<file path="src/rtl/bfa_pkg.sv">
// Shared constants, codes and control types of the bitmap frame allocator.
package bfa_pkg;

    localparam int FRAMES         = 4096;
    localparam int PAGE_SHIFT     = 12;
    localparam int ADDR_W         = 24;
    localparam int CNT_W          = 13;
    localparam int FRAME_W        = $clog2(FRAMES);
    localparam int BYTE_BITS      = 8;
    localparam int BYTES_PER_WORD = 8;
    localparam int BSEL_W         = $clog2(BYTES_PER_WORD);
    localparam int BIT_W          = $clog2(BYTE_BITS);
    localparam int WORD_BITS      = BYTES_PER_WORD * BYTE_BITS;
    localparam int WBIT_W         = $clog2(WORD_BITS);
    localparam int WORDS          = FRAMES / WORD_BITS;
    localparam int WADDR_W        = $clog2(WORDS);
    localparam int WCNT_W         = WADDR_W + 1;
    localparam int MAP_BYTES      = FRAMES / BYTE_BITS;
    localparam int CFG_W          = 10;
    localparam int ST_W           = 2;
    localparam int IN_TDATA_W     = 24;
    localparam int OUT_TDATA_W    = 56;
    localparam int OUT_PAD_W      = OUT_TDATA_W - ADDR_W - 2 * CNT_W;
    localparam int PADDR_W        = 3;
    localparam int APB_DW         = 32;

    localparam logic [CFG_W-1:0] BITMAP_BYTES_RST = CFG_W'(512);

    localparam logic [ST_W-1:0] ST_OK    = 2'd0;
    localparam logic [ST_W-1:0] ST_NONE  = 2'd1;
    localparam logic [ST_W-1:0] ST_RANGE = 2'd2;

    localparam logic CMD_ALLOC = 1'b0;
    localparam logic CMD_FREE  = 1'b1;

    localparam logic REG_BITMAP_BYTES = 1'b0;

    typedef struct packed {
        logic            load;
        logic            rd;
        logic            adv;
        logic            wr;
        logic            set_res;
        logic            res_hit;
        logic [ST_W-1:0] res_status;
        logic            out_load;
    } t_dp_cmd;

    typedef struct packed {
        logic is_free;
        logic range_err;
        logic scan_empty;
        logic found;
        logic more;
    } t_dp_stat;

endpackage

</file>
<file path="src/rtl/bitmap_frame_allocator.sv">
// Top level of the first-fit bitmap frame allocator with its configuration register.
// Sequence: a request is loaded, a map word is read (SEL), checked and written (CHK), and the
// result is registered (OUT); an allocate reads n 64-bit map words (1 to 64; none for an empty search).
// Throughput: one request at a time; the next is taken in the cycle after the result is
// loaded, so the word scan of the map memory (one word per cycle) and output back-pressure set the rate.
// Reset: all frames read as used through per-word valid flags, counters clear to zero.
module bitmap_frame_allocator
    import bfa_pkg::*;
(
    input  logic                   i_clk,
    input  logic                   i_rst_n,
    input  logic                   i_s_tvalid,
    output logic                   o_s_tready,
    input  logic [IN_TDATA_W-1:0]  i_s_tdata,   // address[23:0]
    input  logic                   i_s_tuser,   // command[0]
    output logic                   o_m_tvalid,
    input  logic                   i_m_tready,
    output logic [OUT_TDATA_W-1:0] o_m_tdata,   // frame_address[23:0], free_count[36:24],
                                                // used_count[49:37], zero pad
    output logic [ST_W-1:0]        o_m_tuser,   // status[1:0]
    input  logic                   psel,
    input  logic                   penable,
    input  logic                   pwrite,
    input  logic [PADDR_W-1:0]     paddr,
    input  logic [APB_DW-1:0]      pwdata,
    output logic [APB_DW-1:0]      prdata,
    output logic                   pready
);

    logic [CFG_W-1:0]  r_bitmap_bytes;
    t_dp_cmd           w_cmd;
    t_dp_stat          w_stat;
    logic [ADDR_W-1:0] w_frame_address;
    logic [CNT_W-1:0]  w_free_count;
    logic [CNT_W-1:0]  w_used_count;

    assign pready = 1'b1;

    always_ff @(posedge i_clk) begin
        if (!i_rst_n) begin
            r_bitmap_bytes <= BITMAP_BYTES_RST;
        end else if (psel && penable && pwrite && pready && paddr[2] == REG_BITMAP_BYTES) begin
            r_bitmap_bytes <= pwdata[CFG_W-1:0];
        end
    end

    assign prdata = (paddr[2] == REG_BITMAP_BYTES) ? APB_DW'(r_bitmap_bytes) : '0;

    bfa_ctrl u_ctrl (
        .i_clk       (i_clk),
        .i_rst_n     (i_rst_n),
        .i_in_valid  (i_s_tvalid),
        .o_in_ready  (o_s_tready),
        .o_out_valid (o_m_tvalid),
        .i_out_ready (i_m_tready),
        .i_stat      (w_stat),
        .o_cmd       (w_cmd)
    );

    bfa_dp u_dp (
        .i_clk           (i_clk),
        .i_rst_n         (i_rst_n),
        .i_cmd           (w_cmd),
        .i_bitmap_bytes  (r_bitmap_bytes),
        .i_command       (i_s_tuser),
        .i_address       (i_s_tdata[ADDR_W-1:0]),
        .o_stat          (w_stat),
        .o_frame_address (w_frame_address),
        .o_status        (o_m_tuser),
        .o_free_count    (w_free_count),
        .o_used_count    (w_used_count)
    );

    assign o_m_tdata = {{OUT_PAD_W{1'b0}}, w_used_count, w_free_count, w_frame_address};

    a_one_at_a_time: assert property (@(posedge i_clk) disable iff (!i_rst_n)
        (i_s_tvalid && o_s_tready) |=> !o_s_tready)
        else $error("request accepted while another is in progress");

    a_fail_no_addr: assert property (@(posedge i_clk) disable iff (!i_rst_n)
        (o_m_tvalid && o_m_tuser != ST_OK) |-> (w_frame_address == '0))
        else $error("failed request returned a frame address");

    a_count_bound: assert property (@(posedge i_clk) disable iff (!i_rst_n)
        o_m_tvalid |-> (w_free_count <= CNT_W'(FRAMES) && w_used_count <= CNT_W'(FRAMES)))
        else $error("frame counter past limit");

    a_status_code: assert property (@(posedge i_clk) disable iff (!i_rst_n)
        o_m_tvalid |-> (o_m_tuser == ST_OK || o_m_tuser == ST_NONE || o_m_tuser == ST_RANGE))
        else $error("undefined status code");

endmodule

</file>
<file path="src/rtl/bfa_dp.sv">
// Datapath: bitmap word memory, first-zero search, frame counters and result register.
module bfa_dp
    import bfa_pkg::*;
(
    input  logic               i_clk,
    input  logic               i_rst_n,
    input  t_dp_cmd            i_cmd,
    input  logic [CFG_W-1:0]   i_bitmap_bytes,
    input  logic               i_command,
    input  logic [ADDR_W-1:0]  i_address,
    output t_dp_stat           o_stat,
    output logic [ADDR_W-1:0]  o_frame_address,
    output logic [ST_W-1:0]    o_status,
    output logic [CNT_W-1:0]   o_free_count,
    output logic [CNT_W-1:0]   o_used_count
);

    logic [WORD_BITS-1:0] r_mem [WORDS];
    logic [WORDS-1:0]     r_valid;
    logic [WORD_BITS-1:0] r_rd_data;
    logic                 r_rd_vld;

    logic                 r_is_free;
    logic                 r_range;
    logic [FRAME_W-1:0]   r_frame;
    logic [WCNT_W-1:0]    r_word;
    logic [WCNT_W-1:0]    r_limit_words;
    logic [CFG_W-1:0]     r_limit;
    logic [CNT_W-1:0]     r_free_cnt;
    logic [CNT_W-1:0]     r_used_cnt;
    logic [ADDR_W-1:0]    r_res_addr;
    logic [ST_W-1:0]      r_res_status;
    logic [ADDR_W-1:0]    r_o_addr;
    logic [ST_W-1:0]      r_o_status;
    logic [CNT_W-1:0]     r_o_free;
    logic [CNT_W-1:0]     r_o_used;

    logic [CFG_W-1:0]     n_limit;
    logic [CFG_W:0]       w_limit_sum;
    logic [WCNT_W-1:0]    w_word_next;
    logic [WADDR_W-1:0]   w_rd_addr;
    logic [WADDR_W-1:0]   w_free_word;
    logic [WORD_BITS-1:0] w_eff;
    logic [WORD_BITS-1:0] w_masked;
    logic [BYTE_BITS-1:0] w_sel_byte_val;
    logic [BSEL_W-1:0]    w_sel_byte;
    logic [BIT_W-1:0]     w_sel_bit;
    logic                 w_found;
    logic [FRAME_W-1:0]   w_hit_frame;
    logic [WORD_BITS-1:0] w_wr_data;
    logic [WADDR_W-1:0]   w_wr_addr;
    logic [CFG_W-1:0]     w_byte_idx;

    assign w_word_next = r_word + WCNT_W'(1);
    assign w_free_word = r_frame[FRAME_W-1 -: WADDR_W];
    assign n_limit     = (i_bitmap_bytes > CFG_W'(MAP_BYTES)) ? CFG_W'(MAP_BYTES)
                                                              : i_bitmap_bytes;
    assign w_limit_sum = {1'b0, n_limit} + (CFG_W + 1)'(BYTES_PER_WORD - 1);

    always_comb begin
        if (r_is_free) begin
            w_rd_addr = w_free_word;
        end else if (i_cmd.adv) begin
            w_rd_addr = w_word_next[WADDR_W-1:0];
        end else begin
            w_rd_addr = r_word[WADDR_W-1:0];
        end
    end

    assign w_eff = r_rd_vld ? r_rd_data : '1;

    // Mask bytes past the search limit as full.
    always_comb begin
        for (int b = 0; b < BYTES_PER_WORD; b++) begin
            w_byte_idx = CFG_W'({r_word[WADDR_W-1:0], BSEL_W'(b)});
            w_masked[b*BYTE_BITS +: BYTE_BITS] = w_eff[b*BYTE_BITS +: BYTE_BITS]
                | {BYTE_BITS{(w_byte_idx >= r_limit)}};
        end
    end

    always_comb begin
        w_found    = 1'b0;
        w_sel_byte = '0;
        for (int b = BYTES_PER_WORD - 1; b >= 0; b--) begin
            if (w_masked[b*BYTE_BITS +: BYTE_BITS] != '1) begin
                w_found    = 1'b1;
                w_sel_byte = BSEL_W'(b);
            end
        end
    end

    assign w_sel_byte_val = w_masked[w_sel_byte*BYTE_BITS +: BYTE_BITS];

    always_comb begin
        w_sel_bit = '0;
        for (int k = BYTE_BITS - 1; k >= 0; k--) begin
            if (!w_sel_byte_val[k]) begin
                w_sel_bit = BIT_W'(k);
            end
        end
    end

    assign w_hit_frame = {r_word[WADDR_W-1:0], w_sel_byte, w_sel_bit};

    always_comb begin
        if (r_is_free) begin
            w_wr_addr = w_free_word;
            w_wr_data = w_eff & ~(WORD_BITS'(1) << r_frame[WBIT_W-1:0]);
        end else begin
            w_wr_addr = r_word[WADDR_W-1:0];
            w_wr_data = w_eff | (WORD_BITS'(1) << {w_sel_byte, w_sel_bit});
        end
    end

    always_ff @(posedge i_clk) begin
        if (i_cmd.rd) begin
            r_rd_data <= r_mem[w_rd_addr];
        end
        if (i_cmd.wr) begin
            r_mem[w_wr_addr] <= w_wr_data;
        end
    end

    always_ff @(posedge i_clk) begin
        if (!i_rst_n) begin
            r_valid    <= '0;
            r_rd_vld   <= 1'b0;
            r_free_cnt <= '0;
            r_used_cnt <= '0;
        end else begin
            if (i_cmd.rd) begin
                r_rd_vld <= r_valid[w_rd_addr];
            end
            if (i_cmd.wr) begin
                r_valid[w_wr_addr] <= 1'b1;
                if (r_is_free) begin
                    if (r_free_cnt < CNT_W'(FRAMES)) r_free_cnt <= r_free_cnt + CNT_W'(1);
                    if (r_used_cnt != '0)            r_used_cnt <= r_used_cnt - CNT_W'(1);
                end else begin
                    if (r_free_cnt != '0)            r_free_cnt <= r_free_cnt - CNT_W'(1);
                    if (r_used_cnt < CNT_W'(FRAMES)) r_used_cnt <= r_used_cnt + CNT_W'(1);
                end
            end
        end
    end

    always_ff @(posedge i_clk) begin
        if (i_cmd.load) begin
            r_is_free     <= (i_command == CMD_FREE);
            r_range       <= ((i_address >> PAGE_SHIFT) >= ADDR_W'(FRAMES));
            r_frame       <= i_address[PAGE_SHIFT +: FRAME_W];
            r_word        <= '0;
            r_limit       <= n_limit;
            r_limit_words <= WCNT_W'(w_limit_sum >> BSEL_W);
        end else if (i_cmd.adv) begin
            r_word <= w_word_next;
        end
        if (i_cmd.set_res) begin
            r_res_status <= i_cmd.res_status;
            r_res_addr   <= i_cmd.res_hit ? ADDR_W'({w_hit_frame, {PAGE_SHIFT{1'b0}}}) : '0;
        end
        if (i_cmd.out_load) begin
            r_o_addr   <= r_res_addr;
            r_o_status <= r_res_status;
            r_o_free   <= r_free_cnt;
            r_o_used   <= r_used_cnt;
        end
    end

    assign o_stat.is_free    = r_is_free;
    assign o_stat.range_err  = r_range;
    assign o_stat.scan_empty = (r_limit_words == '0);
    assign o_stat.found      = w_found;
    assign o_stat.more       = (w_word_next < r_limit_words);

    assign o_frame_address = r_o_addr;
    assign o_status        = r_o_status;
    assign o_free_count    = r_o_free;
    assign o_used_count    = r_o_used;

endmodule

</file>
<file path="src/rtl/bfa_ctrl.sv">
// Controller: request sequencing state machine and output valid flag.
module bfa_ctrl
    import bfa_pkg::*;
(
    input  logic     i_clk,
    input  logic     i_rst_n,
    input  logic     i_in_valid,
    output logic     o_in_ready,
    output logic     o_out_valid,
    input  logic     i_out_ready,
    input  t_dp_stat i_stat,
    output t_dp_cmd  o_cmd
);

    localparam logic [1:0] S_IDLE = 2'd0;
    localparam logic [1:0] S_SEL  = 2'd1;
    localparam logic [1:0] S_CHK  = 2'd2;
    localparam logic [1:0] S_OUT  = 2'd3;

    logic [1:0] r_state;
    logic [1:0] n_state;
    logic       r_out_valid;

    always_comb begin
        n_state = r_state;
        o_cmd   = '0;
        case (r_state)
            S_IDLE: begin
                if (i_in_valid) begin
                    o_cmd.load = 1'b1;
                    n_state    = S_SEL;
                end
            end
            S_SEL: begin
                if (i_stat.is_free && i_stat.range_err) begin
                    o_cmd.set_res    = 1'b1;
                    o_cmd.res_status = ST_RANGE;
                    n_state          = S_OUT;
                end else if (!i_stat.is_free && i_stat.scan_empty) begin
                    o_cmd.set_res    = 1'b1;
                    o_cmd.res_status = ST_NONE;
                    n_state          = S_OUT;
                end else begin
                    o_cmd.rd = 1'b1;
                    n_state  = S_CHK;
                end
            end
            S_CHK: begin
                if (i_stat.is_free) begin
                    o_cmd.wr         = 1'b1;
                    o_cmd.set_res    = 1'b1;
                    o_cmd.res_status = ST_OK;
                    n_state          = S_OUT;
                end else if (i_stat.found) begin
                    o_cmd.wr         = 1'b1;
                    o_cmd.set_res    = 1'b1;
                    o_cmd.res_hit    = 1'b1;
                    o_cmd.res_status = ST_OK;
                    n_state          = S_OUT;
                end else if (i_stat.more) begin
                    o_cmd.adv = 1'b1;
                    o_cmd.rd  = 1'b1;
                end else begin
                    o_cmd.set_res    = 1'b1;
                    o_cmd.res_status = ST_NONE;
                    n_state          = S_OUT;
                end
            end
            S_OUT: begin
                if (!r_out_valid || i_out_ready) begin
                    o_cmd.out_load = 1'b1;
                    n_state        = S_IDLE;
                end
            end
            default: begin
                n_state = S_IDLE;
            end
        endcase
    end

    always_ff @(posedge i_clk) begin
        if (!i_rst_n) begin
            r_state     <= S_IDLE;
            r_out_valid <= 1'b0;
        end else begin
            r_state <= n_state;
            if (o_cmd.out_load) begin
                r_out_valid <= 1'b1;
            end else if (i_out_ready) begin
                r_out_valid <= 1'b0;
            end
        end
    end

    assign o_in_ready  = (r_state == S_IDLE);
    assign o_out_valid = r_out_valid;

endmodule
</file>
<file path="config.mk">
export PLATFORM = sky130hd
export DESIGN_NAME = bitmap_frame_allocator
export DESIGN_NICKNAME = d
export VERILOG_FILES = /design/src/rtl/bfa_pkg.sv /design/src/rtl/bitmap_frame_allocator.sv /design/src/rtl/bfa_dp.sv /design/src/rtl/bfa_ctrl.sv
export SDC_FILE = /design/constraint.sdc
export NUM_CORES = 2
export LEC_CHECK = 0
export ABC_CLOCK_PERIOD_IN_PS = 20900
export BUFFER_PORTS_ARGS = -buffer_cell sky130_fd_sc_hd__clkbuf_2
export CAP_MARGIN = 20
export CORE_AREA = 2 2 657 659
export DETAILED_ROUTE_END_ITERATION = 10
export DIE_AREA = 0 0 659 661
export MAX_ROUTING_LAYER = met4
export PLACE_DENSITY = 0.6
export SYNTH_ARGS = -nofsm -noshare
export SYNTH_HDL_FRONTEND = slang
export SYNTH_SLANG_ARGS = --single-unit
</file>
<file path="constraint.sdc">
create_clock -name i_clk -period 20.9 [get_ports i_clk]
set_input_delay 4.18 -clock i_clk [delete_from_list [all_inputs] [get_ports i_clk]]
set_output_delay 4.18 -clock i_clk [all_outputs]
set_load 0.01 [all_outputs]
</file>
==> metrics <==
Placed Area 0.188 mm2; TNS Setup 0 ns; Worst EP arrival 10.09 ns; Resized Gates After CTS 0; Final Slew Violations 0; fraction of the cycle the final worst path needs 45.5%; CTS tree yes; drc violations 0; Layout area overhead 12.7%; critical path's slowest cell buf_4; layout cells sized above 1 17.6%; Ports 160; global-route usage over all layers 24.8%; Synth Flop Type edfxtp_1; Fill cells 35900; placer congestion estimate 0.909; DIE AREA 0.436 mm2; Core ar. 0.429 mm2; CTS Sinks 4353; Num CTS Buffers 435; final core utilization 47.1%; initial core utilization 41.8%; largest net degree at the start of global routing 143; CTS HTree Levels 5; Synth Register Bits 4353; GRT Residual Overflow 0; final setup margin 11.39 ns; Max-slew headroom 17.1%; Final #Nets 10900; Final HPWL DP 287000 um; final worst path period need 9.51 ns; Max clock buf depth 4; Hold Path Class flop to flop; critical path class flop to flop; Worst-Margin Slew 1.24 ns; CP max stage delay 0.84 ns; starting DRC count in detailed routing 11900; dpl ws 11.55 ns; Setup crit end kind flop; Cell Chain, Critical Path nand3_1 > or2_2 > xnor2_1 > ha_1 > or4_1 > o22ai_1 > o221ai_1 > nor4_2 > nand4_1 > nand3_4 > buf_4 > buf_12 > buf_4 > buf_4 > mux2i_1 > mux2i_1 > mux2_2 > o211ai_1 > nand4_1; vias per inst 5.98; Die H 661 um; Final ANT Viol Nets 0; Die W 659 um; Req. time, crit path 21.48 ns; cell mode on critical path buf_4; CTS Hold Bufs 0; IO buf count 81; max-cap violation count 0; final instance area 0.202 mm2; TritonRoute pass-1 iters 7; post-CTS setup buffers 0; Clock Skews 0.0583 ns; final setup vio count 0; Worst setup SP type flop; worst-path maximum fanout 131; CTS Root Cell clkbuf_16; FFs w/ async S/R, synth 0%; EDFF count, synth 4242; Cells after Synth 10600; post-synthesis sequential area ratio 72.3%; syn_area_per_cell 16.9 um2; Std-Cell Rows 241; number of global-route vias before repair 96400; Worst-Skew Late Latency 1.00 ns; initial antenna violation count 21; status complete, no violations; library cells used by synthesis 76; RSZ-0062 raised after global routing false; Vias 101000; first-pass GRT wire length 745000 um; VDD IR-drop max 246 uV; WL/cell 32.0 um; Syn. warnings 0; clk slew on worst S/H paths 0.06 ns; P_leak 0.0667 uW; fmax 0.105 GHz; WL final 540000 um; Final Hold Fails 0; pwr/cell area 123 mW/mm2; Synth Cell Area 0.179 mm2; Worst Hold Slack 0.419 ns
[state kept, by name, indices dropped and copies added, names as in the netlist]
signal and cells:
r_bitmap_bytes 10, u_ctrl.o_out_valid 1, u_ctrl.r_state 2, u_dp.o_frame_address 12, u_dp.o_free_count 13, u_dp.o_status 1, u_dp.o_used_count 13, u_dp.r_frame 12
u_dp.r_free_cnt 13, u_dp.r_is_free 1, u_dp.r_limit 10, u_dp.r_limit_words 7, u_dp.r_mem 4096, u_dp.r_rd_data 64, u_dp.r_rd_vld 1, u_dp.r_res_addr 12
u_dp.r_res_status 1, u_dp.r_used_cnt 13, u_dp.r_valid 64, u_dp.r_word 7
[area by class of cell]
class	instances	area (um2)	share of cell area, %
diodes	10	25.0	0.0124
clock buffers	533	11500	5.67
repair buffers	411	3260	1.62
well taps	5710	7140	3.54
clock inverters	271	2580	1.28
inverters	302	1130	0.562
flip-flops and latches	4353	130000	64.1
multi-input cells	5285	46800	23.2
[worst paths after layout]
kind | start | endpoint | slack, ns | depth (start not counted)
max | u_dp.r_word[1] | u_dp.r_rd_data[10] | 11.39 | 19
min | u_dp.r_res_addr[19] | u_dp.o_frame_address[19] | 0.42 | 0
max reg2reg | u_dp.r_word[1] | u_dp.r_rd_data[10] | 11.39 | 19
min reg2reg | u_dp.r_res_addr[19] | u_dp.o_frame_address[19] | 0.42 | 0
[cells by family (layout without fill, tap and decap cells)]
logic type / Yosys count / count (layout) / synth area share [%]
flip-flops: 4353 / 4353 / 72.3
multiplexers: 2848 / 2848 / 16.4
AO/OA/AOI/OAI: 1397 / 1397 / 5.74
buffers and inverters: 1042 / 1517 / 2.44
AND/OR/NAND/NOR: 923 / 923 / 2.63
adder cells (fa/ha/maj): 42 / 42 / 0.301
XOR/XNOR: 33 / 33 / 0.161
other: 2 / 52 / 0.00419
[power by group]
group	switching, uW	total (uW)	internal [uW]
Sequential	132	10500	10300
Clock	3320	7710	4380
Combinational	4650	6780	2130
[critical path: cells and delay by family (launching register included)]
family	cells	cell delay, ns
mux	3	0.73
xor+xnor	1	0.18
fa+ha+maj	1	0.22
buf+inv	4	3.25
simple gates	7	3.00
compound gates	3	0.82
flops	1	0.64
[routing by layer]
metal	up-vias	global-route usage [%]	part of all wire, %	wire length [um]
li1	42600	-	-	-
met3	1029	3.75	7.7	41800
met4	0	8.98	4.2	22700
met1	52600	32.5	41	221000
met5	-	-	0	0
met2	4595	39.3	47	255000
[placed cells by master, fill, tap and decap left out, types with 33 or more instances in the layout]
master     count
bufinv_16     39
o31ai_4       33
edfxtp_1    4242
a21oi_1       62
nor2_1       238
mux2i_1     2079
clkbuf_1      84
ha_1          40
nand4_1      341
clkinv_1     100
clkinv_2      95
o22ai_1       71
clkbuf_16    441
buf_4        301
conb_1        42
nor2_4        66
inv_1        300
o211ai_1    1027
clkbuf_2      81
o21ai_0       43
mux2_2       763
dfxtp_1      111
nand2_1      110
[synthesized netlist by cell type, types with 31 or more instances]
| library cell | number | area, um2 |
|---|---|---|
| nand4_1 | 341 | 2130 |
| inv_1 | 301 | 1130 |
| edfxtp_1 | 4242 | 127000 |
| clkbuf_1 | 403 | 1510 |
| o22ai_1 | 71 | 444 |
| o211ai_1 | 1027 | 7710 |
| o31ai_1 | 42 | 315 |
| nor2_1 | 305 | 1140 |
| nor2b_1 | 31 | 194 |
| o21ai_0 | 48 | 240 |
| buf_4 | 58 | 435 |
| buf_1 | 96 | 360 |
| mux2_2 | 763 | 8590 |
| nand2_1 | 111 | 417 |
| mux2i_1 | 2079 | 20800 |
| nand3_1 | 36 | 180 |
| buf_2 | 180 | 901 |
| ha_1 | 40 | 500 |
| dfxtp_1 | 111 | 2220 |
| a21oi_1 | 62 | 310 |
[per-stage QoR]
stage / cells / total power, uW
after CTS: 16900 / 24900
final: 16900 / 24900
after floorplan: 10700 / 14900
after global routing: 16900 / 25700
after global placement: 16100 / 17200
after detailed placement: 16100 / 17300
No activity file was read; power rests on OpenSTA's default activity.
